$ cat src/design/iqd_pkg.sv
package iqd_pkg;

  // Request codes carried in req_type.
  localparam logic [2:0] REQ_ISSUE       = 3'd0;
  localparam logic [2:0] REQ_TICK        = 3'd1;
  localparam logic [2:0] REQ_VECTOR_DONE = 3'd2;
  localparam logic [2:0] REQ_MATRIX_DONE = 3'd3;
  localparam logic [2:0] REQ_MEMORY_DONE = 3'd4;

  // Target codes carried in op_target.
  localparam logic [1:0] TGT_VECTOR  = 2'd0;
  localparam logic [1:0] TGT_MATRIX  = 2'd1;
  localparam logic [1:0] TGT_MEMORY  = 2'd2;
  localparam logic [1:0] TGT_INVALID = 2'd3;

  // Result kinds.
  localparam logic [2:0] KIND_ACCEPTED   = 3'd0;
  localparam logic [2:0] KIND_BAD_TARGET = 3'd1;
  localparam logic [2:0] KIND_QUEUE_FULL = 3'd2;
  localparam logic [2:0] KIND_VEC_DISP   = 3'd3;
  localparam logic [2:0] KIND_MAT_DISP   = 3'd4;
  localparam logic [2:0] KIND_MEM_SEND   = 3'd5;
  localparam logic [2:0] KIND_NOTIFY     = 3'd6;
  localparam logic [2:0] KIND_IDLE       = 3'd7;

  // Configuration register indexes.
  localparam logic [1:0] REG_ACTIVE_VECTOR = 2'd0;
  localparam logic [1:0] REG_ACTIVE_MATRIX = 2'd1;

  localparam logic [3:0] ACTIVE_RESET = 4'd8;
  localparam int         READY_WIDTH  = 8;
  localparam int         RES_SLOTS    = 3;

  typedef struct packed {
    logic [2:0] req_type;
    logic [7:0] op_tag;
    logic [1:0] op_target;
    logic [3:0] stream_id;
    logic [2:0] op_thread;
    logic [7:0] vector_ready;
    logic [7:0] matrix_ready;
    logic [7:0] mem_thread_ready;
  } req_t;

  typedef struct packed {
    logic [2:0] res_kind;
    logic [2:0] unit_index;
    logic [7:0] out_tag;
    logic [3:0] out_stream;
    logic [2:0] out_thread;
    logic       last;
  } res_t;

  typedef struct packed {
    logic [7:0] tag;
    logic [3:0] stream;
    logic [2:0] thread;
  } entry_t;

  typedef struct packed {
    logic       found;
    logic [2:0] idx;
  } pick_t;

  // Register value clamped to the usable unit count.
  function automatic logic [3:0] eff_count(input logic [3:0] value, input logic [3:0] limit);
    eff_count = (value > limit) ? limit : value;
  endfunction

  // Lowest ready unit among the first n units.
  function automatic pick_t pick_unit(input logic [7:0] ready, input logic [3:0] n);
    pick_t p;
    p = '0;
    for (int i = READY_WIDTH - 1; i >= 0; i--) begin
      if (ready[i] && (4'(i) < n)) begin
        p.found = 1'b1;
        p.idx   = 3'(i);
      end
    end
    pick_unit = p;
  endfunction

endpackage

$ cat src/design/iqd_fifo.sv
module iqd_fifo import iqd_pkg::*; #(
  parameter int DEPTH = 16
) (
  input  logic   clk,
  input  logic   rst,
  input  logic   push,
  input  entry_t push_data,
  input  logic   pop,
  output entry_t head_data,
  output logic   empty,
  output logic   full
);

  localparam int AW = (DEPTH > 1) ? $clog2(DEPTH) : 1;
  localparam logic [AW-1:0] LAST_ADDR = AW'(DEPTH - 1);

  entry_t          mem [DEPTH];
  logic [AW-1:0]   head;
  logic [AW-1:0]   tail;
  logic [AW:0]     count;
  logic [AW-1:0]   head_inc;
  logic [AW-1:0]   tail_inc;
  logic [AW-1:0]   rd_addr;

  assign head_inc = (head == LAST_ADDR) ? '0 : head + 1'b1;
  assign tail_inc = (tail == LAST_ADDR) ? '0 : tail + 1'b1;
  assign empty    = (count == '0);
  assign full     = (count == (AW+1)'(DEPTH));

  // The head entry is read ahead into a register. A push into an empty queue
  // lands on the address being read, so its data is forwarded.
  assign rd_addr = pop ? head_inc : head;

  always_ff @(posedge clk) begin
    if (push) begin
      mem[tail] <= push_data;
    end
    if (push && (tail == rd_addr)) begin
      head_data <= push_data;
    end else begin
      head_data <= mem[rd_addr];
    end
  end

  always_ff @(posedge clk) begin
    if (rst) begin
      head  <= '0;
      tail  <= '0;
      count <= '0;
    end else begin
      if (push) begin
        tail  <= tail_inc;
        count <= count + 1'b1;
      end else if (pop) begin
        head  <= head_inc;
        count <= count - 1'b1;
      end
    end
  end

endmodule

$ cat src/design/iqd_res_buf.sv
module iqd_res_buf import iqd_pkg::*; (
  input  logic       clk,
  input  logic       rst,
  input  logic       load,
  input  res_t       load_data [RES_SLOTS],
  input  logic [1:0] load_count,
  output logic       can_load,
  output logic       out_valid,
  input  logic       out_stall,
  output res_t       out_data
);

  res_t       slots [RES_SLOTS];
  logic [1:0] rd;
  logic [1:0] left;
  logic       take;

  assign out_valid = (left != 2'd0);
  assign out_data  = slots[rd];
  assign take      = out_valid && !out_stall;
  // A new set of results may enter as the last pending one leaves.
  assign can_load  = (left == 2'd0) || ((left == 2'd1) && !out_stall);

  always_ff @(posedge clk) begin
    if (load) begin
      slots <= load_data;
    end
  end

  always_ff @(posedge clk) begin
    if (rst) begin
      rd   <= '0;
      left <= '0;
    end else if (load) begin
      rd   <= '0;
      left <= load_count;
    end else if (take) begin
      rd   <= rd + 1'b1;
      left <= left - 1'b1;
    end
  end

endmodule

$ cat src/design/issue_queue_dispatcher_top.sv
// Issue stage with three in-order queues (vector, matrix, memory).
// Input channel (in_valid/in_stall/in_data) carries issue, tick and
// completion requests; output channel (out_valid/out_stall/out_data)
// returns one to three results per request, the final one marked by last.
// A request is decided in the cycle it is accepted: queue pushes, head pops,
// the ready-unit priority encode and the free-counter updates all happen at
// that clock edge, and its results reach the output in the next cycle.
// One request per cycle is taken when it yields a single result and the
// receiver does not stall; a tick that sends two or three ops holds input
// until its last result is leaving; the buffer drains one result per cycle.
// When the receiver stalls, the pending result holds; in_stall is high while
// more than one result is waiting, or while the last one is held by a stall.
// Configuration writes (cfg_valid/cfg_ready) set the active unit counts
// and reload the matching free counter; they are taken in any cycle.
// Reset empties all queues, sets both active counts to eight and the free
// counters to the clamped active counts; queue storage is not cleared.
module issue_queue_dispatcher_top import iqd_pkg::*; #(
  parameter int QUEUE_DEPTH      = 16,
  parameter int MAX_VECTOR_UNITS = 8,
  parameter int MAX_MATRIX_UNITS = 8,
  parameter int MAX_THREADS      = 8
) (
  input  logic       clk,
  input  logic       rst,
  input  logic       in_valid,
  output logic       in_stall,
  input  req_t       in_data,
  output logic       out_valid,
  input  logic       out_stall,
  output res_t       out_data,
  input  logic       cfg_valid,
  output logic       cfg_ready,
  input  logic [1:0] cfg_index,
  input  logic [3:0] cfg_data
);

  localparam logic [3:0] VEC_LIM = 4'((MAX_VECTOR_UNITS < 8) ? MAX_VECTOR_UNITS : 8);
  localparam logic [3:0] MAT_LIM = 4'((MAX_MATRIX_UNITS < 8) ? MAX_MATRIX_UNITS : 8);

  logic [3:0] active_vector;
  logic [3:0] active_matrix;
  logic [3:0] free_vector;
  logic [3:0] free_matrix;
  logic [3:0] free_vector_next;
  logic [3:0] free_matrix_next;
  logic [3:0] nv;
  logic [3:0] nm;

  logic       accept;
  logic       can_load;
  logic       cfg_write;

  entry_t     new_entry;
  entry_t     vec_head;
  entry_t     mat_head;
  entry_t     mem_head;
  logic       vec_empty, mat_empty, mem_empty;
  logic       vec_full, mat_full, mem_full;
  logic       vec_push, mat_push, mem_push;
  logic       vec_go, mat_go, mem_go;
  logic       is_issue, is_tick;
  logic       thread_ok;
  pick_t      vec_pick;
  pick_t      mat_pick;

  res_t       res [RES_SLOTS];
  logic [1:0] res_count;

  assign cfg_ready = 1'b1;
  assign cfg_write = cfg_valid && cfg_ready;
  assign in_stall  = !can_load;
  assign accept    = in_valid && can_load;

  assign nv = eff_count(active_vector, VEC_LIM);
  assign nm = eff_count(active_matrix, MAT_LIM);

  assign is_issue = accept && (in_data.req_type == REQ_ISSUE);
  assign is_tick  = accept && (in_data.req_type == REQ_TICK);

  assign new_entry.tag    = in_data.op_tag;
  assign new_entry.stream = in_data.stream_id;
  assign new_entry.thread = in_data.op_thread;

  assign vec_push = is_issue && (in_data.op_target == TGT_VECTOR) && !vec_full;
  assign mat_push = is_issue && (in_data.op_target == TGT_MATRIX) && !mat_full;
  assign mem_push = is_issue && (in_data.op_target == TGT_MEMORY) && !mem_full;

  assign vec_pick  = pick_unit(in_data.vector_ready, nv);
  assign mat_pick  = pick_unit(in_data.matrix_ready, nm);
  assign thread_ok = (int'(mem_head.thread) < MAX_THREADS) &&
                     in_data.mem_thread_ready[mem_head.thread];

  assign vec_go = is_tick && !vec_empty && (free_vector != 4'd0) && vec_pick.found;
  assign mat_go = is_tick && !mat_empty && (free_matrix != 4'd0) && mat_pick.found;
  assign mem_go = is_tick && !mem_empty && thread_ok;

  iqd_fifo #(.DEPTH(QUEUE_DEPTH)) u_vec_fifo (
    .clk       (clk),
    .rst       (rst),
    .push      (vec_push),
    .push_data (new_entry),
    .pop       (vec_go),
    .head_data (vec_head),
    .empty     (vec_empty),
    .full      (vec_full)
  );

  iqd_fifo #(.DEPTH(QUEUE_DEPTH)) u_mat_fifo (
    .clk       (clk),
    .rst       (rst),
    .push      (mat_push),
    .push_data (new_entry),
    .pop       (mat_go),
    .head_data (mat_head),
    .empty     (mat_empty),
    .full      (mat_full)
  );

  iqd_fifo #(.DEPTH(QUEUE_DEPTH)) u_mem_fifo (
    .clk       (clk),
    .rst       (rst),
    .push      (mem_push),
    .push_data (new_entry),
    .pop       (mem_go),
    .head_data (mem_head),
    .empty     (mem_empty),
    .full      (mem_full)
  );

  // Result list for the accepted request, packed from slot zero.
  always_comb begin
    res_t r_vec, r_mat, r_mem, r_one;
    logic [1:0] n;
    r_vec = '0;
    r_mat = '0;
    r_mem = '0;
    r_one = '0;
    n     = '0;
    for (int i = 0; i < RES_SLOTS; i++) begin
      res[i] = '0;
    end

    r_vec.res_kind   = KIND_VEC_DISP;
    r_vec.unit_index = vec_pick.idx;
    r_vec.out_tag    = vec_head.tag;
    r_vec.out_stream = vec_head.stream;
    r_vec.out_thread = vec_head.thread;

    r_mat.res_kind   = KIND_MAT_DISP;
    r_mat.unit_index = mat_pick.idx;
    r_mat.out_tag    = mat_head.tag;
    r_mat.out_stream = mat_head.stream;
    r_mat.out_thread = mat_head.thread;

    r_mem.res_kind   = KIND_MEM_SEND;
    r_mem.out_tag    = mem_head.tag;
    r_mem.out_stream = mem_head.stream;
    r_mem.out_thread = mem_head.thread;

    unique case (in_data.req_type)
      REQ_ISSUE: begin
        r_one.out_tag    = in_data.op_tag;
        r_one.out_stream = in_data.stream_id;
        r_one.out_thread = in_data.op_thread;
        if (in_data.op_target == TGT_INVALID) begin
          r_one.res_kind = KIND_BAD_TARGET;
        end else if (vec_push || mat_push || mem_push) begin
          r_one.res_kind = KIND_ACCEPTED;
        end else begin
          r_one.res_kind = KIND_QUEUE_FULL;
        end
      end
      REQ_VECTOR_DONE, REQ_MATRIX_DONE, REQ_MEMORY_DONE: begin
        r_one.res_kind   = KIND_NOTIFY;
        r_one.out_stream = in_data.stream_id;
      end
      default: begin
        r_one.res_kind = KIND_IDLE;
      end
    endcase

    if (is_tick) begin
      if (vec_go) begin
        res[n] = r_vec;
        n      = n + 1'b1;
      end
      if (mat_go) begin
        res[n] = r_mat;
        n      = n + 1'b1;
      end
      if (mem_go) begin
        res[n] = r_mem;
        n      = n + 1'b1;
      end
    end
    if (n == 2'd0) begin
      res[0] = r_one;
      n      = 2'd1;
    end
    res[n - 1'b1].last = 1'b1;
    res_count = n;
  end

  always_comb begin
    free_vector_next = free_vector;
    free_matrix_next = free_matrix;
    if (vec_go) begin
      free_vector_next = free_vector - 1'b1;
    end
    if (mat_go) begin
      free_matrix_next = free_matrix - 1'b1;
    end
    if (accept && (in_data.req_type == REQ_VECTOR_DONE) && (free_vector < nv)) begin
      free_vector_next = free_vector + 1'b1;
    end
    if (accept && (in_data.req_type == REQ_MATRIX_DONE) && (free_matrix < nm)) begin
      free_matrix_next = free_matrix + 1'b1;
    end
    if (cfg_write && (cfg_index == REG_ACTIVE_VECTOR)) begin
      free_vector_next = eff_count(cfg_data, VEC_LIM);
    end
    if (cfg_write && (cfg_index == REG_ACTIVE_MATRIX)) begin
      free_matrix_next = eff_count(cfg_data, MAT_LIM);
    end
  end

  always_ff @(posedge clk) begin
    if (rst) begin
      active_vector <= ACTIVE_RESET;
      active_matrix <= ACTIVE_RESET;
      free_vector   <= eff_count(ACTIVE_RESET, VEC_LIM);
      free_matrix   <= eff_count(ACTIVE_RESET, MAT_LIM);
    end else begin
      if (cfg_write && (cfg_index == REG_ACTIVE_VECTOR)) begin
        active_vector <= cfg_data;
      end
      if (cfg_write && (cfg_index == REG_ACTIVE_MATRIX)) begin
        active_matrix <= cfg_data;
      end
      free_vector <= free_vector_next;
      free_matrix <= free_matrix_next;
    end
  end

  iqd_res_buf u_res_buf (
    .clk        (clk),
    .rst        (rst),
    .load       (accept),
    .load_data  (res),
    .load_count (res_count),
    .can_load   (can_load),
    .out_valid  (out_valid),
    .out_stall  (out_stall),
    .out_data   (out_data)
  );

endmodule
$ cat config.mk
export PLATFORM = sky130hd
export DESIGN_NAME = issue_queue_dispatcher_top
export DESIGN_NICKNAME = d
export VERILOG_FILES = /design/src/design/iqd_pkg.sv /design/src/design/iqd_fifo.sv /design/src/design/iqd_res_buf.sv /design/src/design/issue_queue_dispatcher_top.sv
export SDC_FILE = /design/constraint.sdc
export NUM_CORES = 1
export LEC_CHECK = 0
export BUFFER_PORTS_ARGS = -buffer_cell sky130_fd_sc_hd__clkbuf_2
export CELL_PAD_IN_SITES_DETAIL_PLACEMENT = 1
export CELL_PAD_IN_SITES_GLOBAL_PLACEMENT = 1
export CORE_UTILIZATION = 49
export CTS_CLUSTER_SIZE = 14
export DETAILED_ROUTE_END_ITERATION = 6
export PLACE_DENSITY = 0.82
export SYNTH_ARGS = -nofsm -noshare
export SYNTH_HDL_FRONTEND = slang
export SYNTH_SLANG_ARGS = --single-unit
$ cat constraint.sdc
create_clock -name clk -period 6.1 [get_ports clk]
set_input_delay 0.915 -clock clk [delete_from_list [all_inputs] [get_ports clk]]
set_output_delay 0.915 -clock clk [all_outputs]
set_load 0.05 [all_outputs]
# --- Word level (Yosys, flattened, before mapping) ---
# Memories as Yosys holds them, arrays and structs flattened. A register that Yosys moved wholly into a read port is not among the register bits.
# Cells that the tools add are included.
op_classes:
  magnitude_cmp: 29
  n_bitwise: 4
  add_sub_neg: 21
  n_eq_ne: 18
  n_mux: 82
  reduce_logical: 75
op_table:
  columns: ["op", "count"]
  rows:
  - ["$mux W66", 4]
  - ["$bwmux W66", 3]
  - ["$mux W4", 35]
  - ["$demux W22 S2", 3]
  - ["$mux W22", 6]
  - ["$bmux W22 S2", 1]
  - ["$logic_and A1 B1 Y1", 44]
  - ["$add A4 B1 Y4 const B", 8]
  - ["$lt A3 B4 Y1 const A", 8]
  - ["$mux W5", 6]
  - ["$eq A4 B4 Y1 const B", 6]
  - ["$mux W21", 1]
  - ["$mux W2", 10]
  - ["$lt A1 B4 Y1 const A", 4]
  - ["$lt A2 B4 Y1 const A", 4]
  - ["$add A5 B1 Y5 const B", 3]
  - ["$eq A5 B5 Y1 const B", 3]
  - ["$logic_not A5 Y1", 3]
  - ["$sub A5 B1 Y5 const B", 3]
  - ["$ge A3 B3 Y1 const B", 4]
  - ["$gt A4 B4 Y1 const B", 3]
  - ["$not A2 Y3", 4]
  - ["$reduce_bool A2 Y1", 5]
  - ["$lt A3 B1 Y1 const B", 3]
  - ["other kinds (24)", 55]
totals:
  in_bits: 55
  memories: 3
  out_inout_bits: 25
  ramBits: 720
  ff_bits: 125
  wordCells: 265
memory_table:
  columns: ["name", "words", "word_bits", "rd", "rd_clocked_by_memory_dff", "write_ports", "line", "rtl"]
  rows:
  - ["u_mat_fifo.mem", 16, 15, 1, 1, 1, "iqd_fifo.sv:17", "entry_t mem [DEPTH];"]
  - ["u_mem_fifo.mem", 16, 15, 1, 1, 1, "iqd_fifo.sv:17", null]
  - ["u_vec_fifo.mem", 16, 15, 1, 1, 1, "iqd_fifo.sv:17", null]

# --- Depth between registers and ports, before layout ---
# Gate-level depths: netlist of run 1.
depth:
  ltp_word: 30
  depth_mapped: 16
  mapped_depth_nobuf: 14

# --- Modules after synthesis ---
# A second synthesis of run 1 with hierarchy kept.
unflattened:
  hier_cells: 2016
  hier_area_um2: 35740.5
modules_own_cells:
  columns: ["module", "cells_each", "seq_area_each_um2", "area_each_um2", "n_inst"]
  rows:
  - ["iqd_fifo", 481, 7547.2, 10045.9, 3]
  - ["issue_queue_dispatcher_top", 407, 320.3, 2915.3, 1]
  - ["iqd_res_buf", 166, 2062.0, 2687.6, 1]

# --- Least setup slack after synthesis of run 1 ---
# OpenSTA, ideal clock, no wires.
synth_timing:
  path_type: "input to register"
  startpoint: "input port out_stall"
  endpoint: "memory u_vec_fifo.mem[1][0] in the netlist's numbering, enable pin"
  path_slack_ps: 68
  stages: 8
  arrival_ps: 5626
  setup_time_ps: 406
  n_path_buf: 2
  required_ps: 5694
  path_cell_list: "nor2b_1 -> o21a_1 -> clkbuf_1 -> nand2_1 -> a2111oi_0 -> clkbuf_1 -> nand2_1 -> nor3_1"
synth_via:
  elab_chain_len: 9
synth_rtl:
  columns: ["item", "line", "rtl"]
  rows:
  - ["start, declared", "issue_queue_dispatcher_top.sv:29", "input logic out_stall,"]
  - ["$logic_not A1 Y1", "iqd_res_buf.sv:22", "assign can_load = (left == 2'd0) || ((left == 2'd1) && !out_stall);"]
  - ["$logic_and A1 B1 Y1", "iqd_res_buf.sv:22", null]
  - ["$logic_or A1 B1 Y1", "iqd_res_buf.sv:22", null]
  - ["$logic_and A1 B1 Y1", "issue_queue_dispatcher_top.sv:72", "assign accept = in_valid && can_load;"]
  - ["via accept", "issue_queue_dispatcher_top.sv:49", "logic accept;"]
  - ["$logic_and A1 B1 Y1", "issue_queue_dispatcher_top.sv:77", "assign is_issue = accept && (in_data.req_type == REQ_ISSUE);"]
  - ["$logic_and A1 B1 Y1 (2 in series)", "issue_queue_dispatcher_top.sv:84", "assign vec_push = is_issue && (in_data.op_target == TGT_VECTOR) && !vec_full;"]
  - ["$mux W1", "iqd_fifo.sv:35", "if (push) begin"]
  - ["$mux W1 (not written as such)", "iqd_fifo.sv:36", "mem[tail] <= push_data;"]
  - ["end, declared", "iqd_fifo.sv:17", null]
# The timed path passes the listed nets, and every way through them passes these cells.

==> flow_summary.yaml, run 1 <==
clock_network:
  ctsHoldBuffers: 0
  clkSlewWorstSetupHoldPaths_ns: 0.06
  post_cts_buffers: 0
  postCtsResizedCells: 0
  clock_sinks: 851
  htree_levels: 3
  clockRootBuffer: "clkbuf_16"
  clockBufferDepth: 3
  numCtsBuffers: 85
  cts_tree: "built"
  clock_latency_ns: 0.64
flow_run:
  maxCapViolCount: 0
yosys:
  yosys_register_bits: 851
  postSynth.asyncResetShare: 0
  yosysWarnings: 0
  seq_area_frac_synth: 0.714
  synth_nets: 1970
  synth_ff_type: "edfxtp_1"
  syn-cell-area_um2: 34800
  ys_types: 71
  syn-mean-instance-area_um2: 18.6
  postSynthCellCount: 1868
  synth_edf_count: 780
power:
  p_leak_nw: 12.5
  p_per_area_nw_per_um2: 319
  intPower_mw: 9.62
  clkPwrFrac: 0.406
  p_seq_frac: 0.525
  ir_worst_vdd_v: 0.000276
  combPwrFrac: 0.069
  netSwitchingFraction: 0.231
  p_sw_mw: 2.89
sta:
  slew_headroom: 0.131
  fin_ws_ns: 1.38
  hold_viol: 0
  slew_viol_final: 0
  clock.fmax_mhz: 212
  rsz0062_at_grt: "false"
  skew_ns: 0.0307
  finalCritPeriodShare: 0.774
  finalSetupViolCount: 0
  setup_tns_ns: 0
  worst_slew_pin_slew_ns: 1.30
  min_period_ns: 4.72
grt:
  grt_pass1_wl_mm: 130
  grt_max_degree: 61
  antenna_found_initial: 1
  grt_use_total: 0.249
  gr-total-overflow: 0
  grt_pass1_vias: 19700
placed_design:
  place_ws_ns: 1.29
  dp.final_hpwl_mm: 54.5
  io_buffers: 78
  gp_congestion: 0.872
route:
  drt_iter0_drc: 1947
  drcViolationCount: 0
  drt_first_pass_iters: 6
  via_per_inst: 6.28
  ant_nets: 0
  drt-total-wl_mm: 88.8
  via_count: 18800
  wl_per_cell_um: 29.6
final_layout:
  area_growth_pct: 12.6
  finalNetCount: 2092
  drive_gt1_frac: 0.249
critical_path:
  critPathLaunchType: "flop"
  crit_family: "compound AO/OA/AOI/OAI gates"
  slowest_delay_ns: 0.97
  worst-endpoint-required_ns: 6.57
  cp-end-kind: "flop"
  critical_path_arrival_ns: 5.19
  path_cells: "inv_2 -> mux2i_1 -> mux2i_4 -> mux2_2 -> o221ai_2 -> o211a_4 -> and2_0 -> a22o_1"
  cp_num_buf_inv: 1
  worst-path-max-fanout: 31
  worstSetupPathType: "reg2reg"
  slowest_stage: "and2_0"
die:
  initial_core_util: 0.496
  rows: 97
  coreArea_um2: 70100
  fp.dieH_um: 269
  die_w_um: 269
  boundaryPins: 80
  die_area_um2: 72100
worst_hold_path:
  min_path_type: "reg2reg"
run_status:
  outcome: "completed"
## synthesized netlist by cell type, types with 4 or more instances
cell type / number / area [um2]
a21oi_1: 43 / 215
fa_1: 5 / 100
xor2_1: 16 / 140
nand3b_1: 4 / 30.0
ha_1: 42 / 526
buf_2: 5 / 25.0
buf_6: 4 / 45.0
nor2_1: 83 / 312
nor4_1: 4 / 25.0
and2_1: 7 / 43.8
mux4_2: 219 / 4930
buf_1: 20 / 75.1
xnor2_1: 14 / 123
nand4_1: 9 / 56.3
nor3b_1: 7 / 52.6
edfxtp_1: 780 / 23400
o211ai_1: 4 / 30.0
inv_1: 26 / 97.6
o21ai_0: 57 / 285
clkbuf_1: 70 / 263
nor3_1: 33 / 165
nand2_1: 107 / 402
a211oi_1: 5 / 37.5
dfxtp_1: 71 / 1420
a22o_1: 30 / 263
a21o_1: 14 / 105
o32ai_1: 4 / 35.0
mux2_2: 5 / 56.3
nor2b_1: 17 / 106
nand2b_1: 10 / 62.6
a2111oi_0: 4 / 35.0
o22ai_1: 4 / 25.0
a31oi_1: 6 / 37.5
nand3_1: 7 / 35.0
mux2i_1: 66 / 661
and3_1: 18 / 113
## worst reg2reg max path, cell delays in order (launching register included)
cell	delay, ns
dfxtp_1	0.72
inv_2	0.47
mux2i_1	0.27
mux2i_4	0.45
mux2_2	0.43
o221ai_2	0.42
o211a_4	0.52
and2_0	0.97
a22o_1	0.31
## power groups by stage
stage / clock network (mW) / registers (mW) / logic [mW]
2_1_floorplan: 0 / 6.67 / 0.547
3_3_place_gp: 0 / 6.68 / 0.825
3_5_place_dp: 0 / 6.69 / 0.856
4_1_cts: 5.16 / 6.57 / 0.860
5_1_grt: 5.35 / 6.57 / 0.912
6_report: 5.08 / 6.57 / 0.864
## per-stage QoR
stage          std cells  total power [mW]  utilization  hold WS, ns  area [um2]
3_5_place_dp        2843              7.54        0.520        0.495       36500
5_1_grt             2997              12.8        0.559        0.535       39200
2_1_floorplan       1868              7.21            -        0.449       34800
3_3_place_gp        2843              7.50        0.520        0.467       36500
6_report            2998              12.5        0.559        0.495       39200
4_1_cts             2997              12.6        0.559        0.499       39200
## final cells by class
class                   instances  area, um2
multi-input cells             887       9530
repair buffers                138        841
diodes                          1       2.50
clock inverters                43        413
well taps                     940       1180
fillers                      6326      31000
clock buffers                 111       2270
inverters                      27        101
flip-flops and latches        851      24900
## registers in the layout, summed over array words and instances, names as in the netlist, 4 cells and up, named ones only
| signal | cells |
|---|---|
| active_matrix | 4 |
| u_res_buf.slots | 60 |
| u_vec_fifo.head | 4 |
| u_mem_fifo.mem | 240 |
| u_vec_fifo.count | 5 |
| active_vector | 4 |
| u_mat_fifo.count | 5 |
| free_vector | 4 |
| u_mat_fifo.mem | 240 |
| u_vec_fifo.mem | 240 |
| u_mem_fifo.head | 4 |
| u_mem_fifo.count | 5 |
| u_mat_fifo.tail | 4 |
| u_mat_fifo.head | 4 |
| free_matrix | 4 |
| u_vec_fifo.tail | 4 |
| u_mem_fifo.tail | 4 |
## final timing paths
path / start / end / slack, ns / cells after the start
max reg2reg: flop / u_res_buf.slots[36] / 1.38 / 8
min: u_vec_fifo.count[3] / u_vec_fifo.count[3] / 0.49 / 2
min reg2reg: u_vec_fifo.count[3] / u_vec_fifo.count[3] / 0.49 / 2
max: flop / u_res_buf.slots[36] / 1.38 / 8
## logic make-up (layout without fill, tap and decap cells)
family,after synthesis,count (layout),share of synthesized area
compound gates,203,203,0.0399
simple gates,315,315,0.0423
fa+ha+maj,47,47,0.0180
xor+xnor,30,30,0.00755
buf+inv,130,319,0.0154
other cells,1,2,0.000108
mux,291,291,0.163
flops,851,851,0.714
## layer usage
metal	vias up	GRT usage	wire, um
li1	7801	-	-
met1	9987	0.340	36100
met2	853	0.413	43700
met3	173	0.0414	6380
met4	2	0.0783	2600
met5	-	0	13
## cell usage in the layout, fill, tap and decap left out, types with 20 or more instances in the layout
cell / n
a21oi_1: 43
a22o_1: 30
buf_4: 60
clkbuf_1: 23
clkbuf_16: 86
clkbuf_2: 78
dfxtp_1: 65
edfxtp_1: 780
ha_1: 42
inv_1: 26
mux2i_1: 66
mux4_2: 219
nand2_1: 107
nor2_1: 81
nor3_1: 20
o21ai_0: 57
(Power assumes the default switching activity.)
==> run 2, diff against run 1 <==
--- a/config.mk
+++ b/config.mk
@@ -8,10 +8,10 @@
 export BUFFER_PORTS_ARGS = -buffer_cell sky130_fd_sc_hd__clkbuf_2
 export CELL_PAD_IN_SITES_DETAIL_PLACEMENT = 1
 export CELL_PAD_IN_SITES_GLOBAL_PLACEMENT = 1
-export CORE_UTILIZATION = 49
+export CORE_UTILIZATION = 55
 export CTS_CLUSTER_SIZE = 14
 export DETAILED_ROUTE_END_ITERATION = 6
-export PLACE_DENSITY = 0.82
+export PLACE_DENSITY = 0.87
 export SYNTH_ARGS = -nofsm -noshare
 export SYNTH_HDL_FRONTEND = slang
 export SYNTH_SLANG_ARGS = --single-unit
==> constraint.sdc (replaced) <==
create_clock -name clk -period 4.8 [get_ports clk]
set_input_delay 0.72 -clock clk [delete_from_list [all_inputs] [get_ports clk]]
set_output_delay 0.72 -clock clk [all_outputs]
set_load 0.05 [all_outputs]
==> flow_summary.yaml, run 2 (same netlist as run 1, synthesis figures left out) <==
clock_network:
  clock_latency_ns: 0.66
  clockRootBuffer: "clkbuf_16"
  clock_sinks: 851
  ctsHoldBuffers: 0
  cts_tree: "built"
  htree_levels: 3
  clkSlewWorstSetupHoldPaths_ns: 0.07
  numCtsBuffers: 85
  clockBufferDepth: 3
final_layout:
  largestRegisters: "u_mat_fifo.mem x240, u_mem_fifo.mem x240, u_vec_fifo.mem x240"
  layout_common_cells: "edfxtp_1 (780), mux4_2 (219), nand2_1 (107)"
  drive_gt1_frac: 0.254
  final_common_cell: "edfxtp_1"
  area_growth_pct: 12.7
  finalNetCount: 2107
sta:
  rsz0062_at_grt: "false"
  finalSetupViolCount: 0
  clock.fmax_mhz: 214
  slew_viol_final: 0
  worst_slew_pin_slew_ns: 1.34
  min_period_ns: 4.67
  slew_headroom: 0.105
  skew_ns: 0.0367
  finalCritPeriodShare: 0.974
  setup_tns_ns: 0
  hold_viol: 0
critical_path:
  rrSetupSlack_ns: 0.13
  cp-end-kind: "flop"
  critical_path_arrival_ns: 5.19
  worst-endpoint-required_ns: 5.31
  worst-path-max-fanout: 31
  worstSetupPathType: "reg2reg"
  critPathLaunchType: "flop"
grt:
  grt_max_degree: 57
  grt_pass1_vias: 20800
  antenna_found_initial: 0
  grt_pass1_wl_mm: 147
  grt_use_total: 0.326
  gr-total-overflow: 0
power:
  netSwitchingFraction: 0.238
  p_per_area_nw_per_um2: 412
  clkPwrFrac: 0.413
  p_sw_mw: 3.85
  ir_worst_vdd_v: 0.000312
  combPwrFrac: 0.069
  p_leak_nw: 12.7
  intPower_mw: 12.3
  total_power_mw: 16.2
  p_seq_frac: 0.518
worst_hold_path:
  min_path_type: "in2reg"
die:
  die_area_um2: 64300
  fp.dieH_um: 254
  rows: 91
  boundaryPins: 80
  coreArea_um2: 62200
  die_w_um: 254
  initial_core_util: 0.560
route:
  ant_nets: 0
  drcViolationCount: 0
  drt_iter0_drc: 2637
  drt_first_pass_iters: 6
  wl_per_cell_um: 34.8
  via_per_inst: 6.89
  drt-total-wl_mm: 101
  via_count: 20100
flow_run:
  maxCapViolCount: 0
run_status:
  outcome: "completed"
placed_design:
  gp_congestion: 0.837
  io_buffers: 78
  dp.final_hpwl_mm: 56.8
run 2: cell count changes in the layout (fill, tap and decap cells not counted), sizes merged:
cell	before	now
clkinvlp	1	3
bufinv	7	6
clkbuf	189	195
buf	60	75
inv	28	30
clkinv	34	25
run 2: repair_timing:
| action | 4_1_cts | 5_1_grt |
|---|---|---|
| setup buffers | 0 | 0 |
| resized for setup | 1 | 1 |
| setup endpoints to repair | 1 | 14 |
run 2: power by group through the flow:
stage,sequential (mW),clock (mW),combinational (mW)
final,8.37,6.67,1.12
after global routing,8.38,6.95,1.16
after CTS,8.37,6.72,1.10
after detailed placement,8.51,0,1.08
after global placement,8.49,0,1.03
after floorplan,8.46,0,0.696
run 2: critical path, cell delays in order (launching register included):
cell,delay [ns]
dfxtp_1,1.05
mux2i_1,0.26
mux4_2,0.61
mux2i_1,0.23
mux2i_1,0.13
a221o_1,0.50
o211a_4,0.42
a211oi_4,0.99
a22o_1,0.30
run 2: area by class of cell:
type                            instances  area, um2
Antenna cell                            1       2.50
Clock buffer                          117       2370
Clock inverter                         37        354
Fill cell                            5303      22900
Inverter                               27        101
Multi-Input combinational cell        887       9510
Sequential cell                       851      24900
Tap cell                              837       1050
Timing Repair Buffer                  153        978
run 2: through the flow:
stage | utilization | cells | area, um2 | hold WS, ns | worst slack (ns)
2_1_floorplan | - | 1868 | 34800 | 0.449 | 0.189
3_3_place_gp | 0.587 | 2755 | 36500 | 0.464 | 0.553
3_5_place_dp | 0.587 | 2755 | 36500 | 0.492 | 0.240
4_1_cts | 0.631 | 2909 | 39200 | 0.325 | 0.147
5_1_grt | 0.631 | 2909 | 39200 | 0.339 | 0.0787
6_report | 0.631 | 2910 | 39200 | 0.351 | 0.126
run 2: worst paths after layout:
| check | from | end | cells past startpoint |
|---|---|---|---|
| max | flop | u_res_buf.slots[30] | 8 |
| min reg2reg | u_vec_fifo.count[3] | u_vec_fifo.count[3] | 2 |
| max reg2reg | flop | u_res_buf.slots[30] | 8 |
| min | cfg_data[1] | active_vector[1] | 3 |
run 2: per-layer routing:
layer / wire length, um / up-vias / global-route usage / part of all wire
met2: 49600 / 1428 / 0.532 / 0.49
li1: - / 7830 / - / -
met3: 9720 / 305 / 0.0683 / 0.096
met4: 4880 / 0 / 0.153 / 0.048
met5: 0 / - / 0 / 0
met1: 37000 / 10500 / 0.422 / 0.37
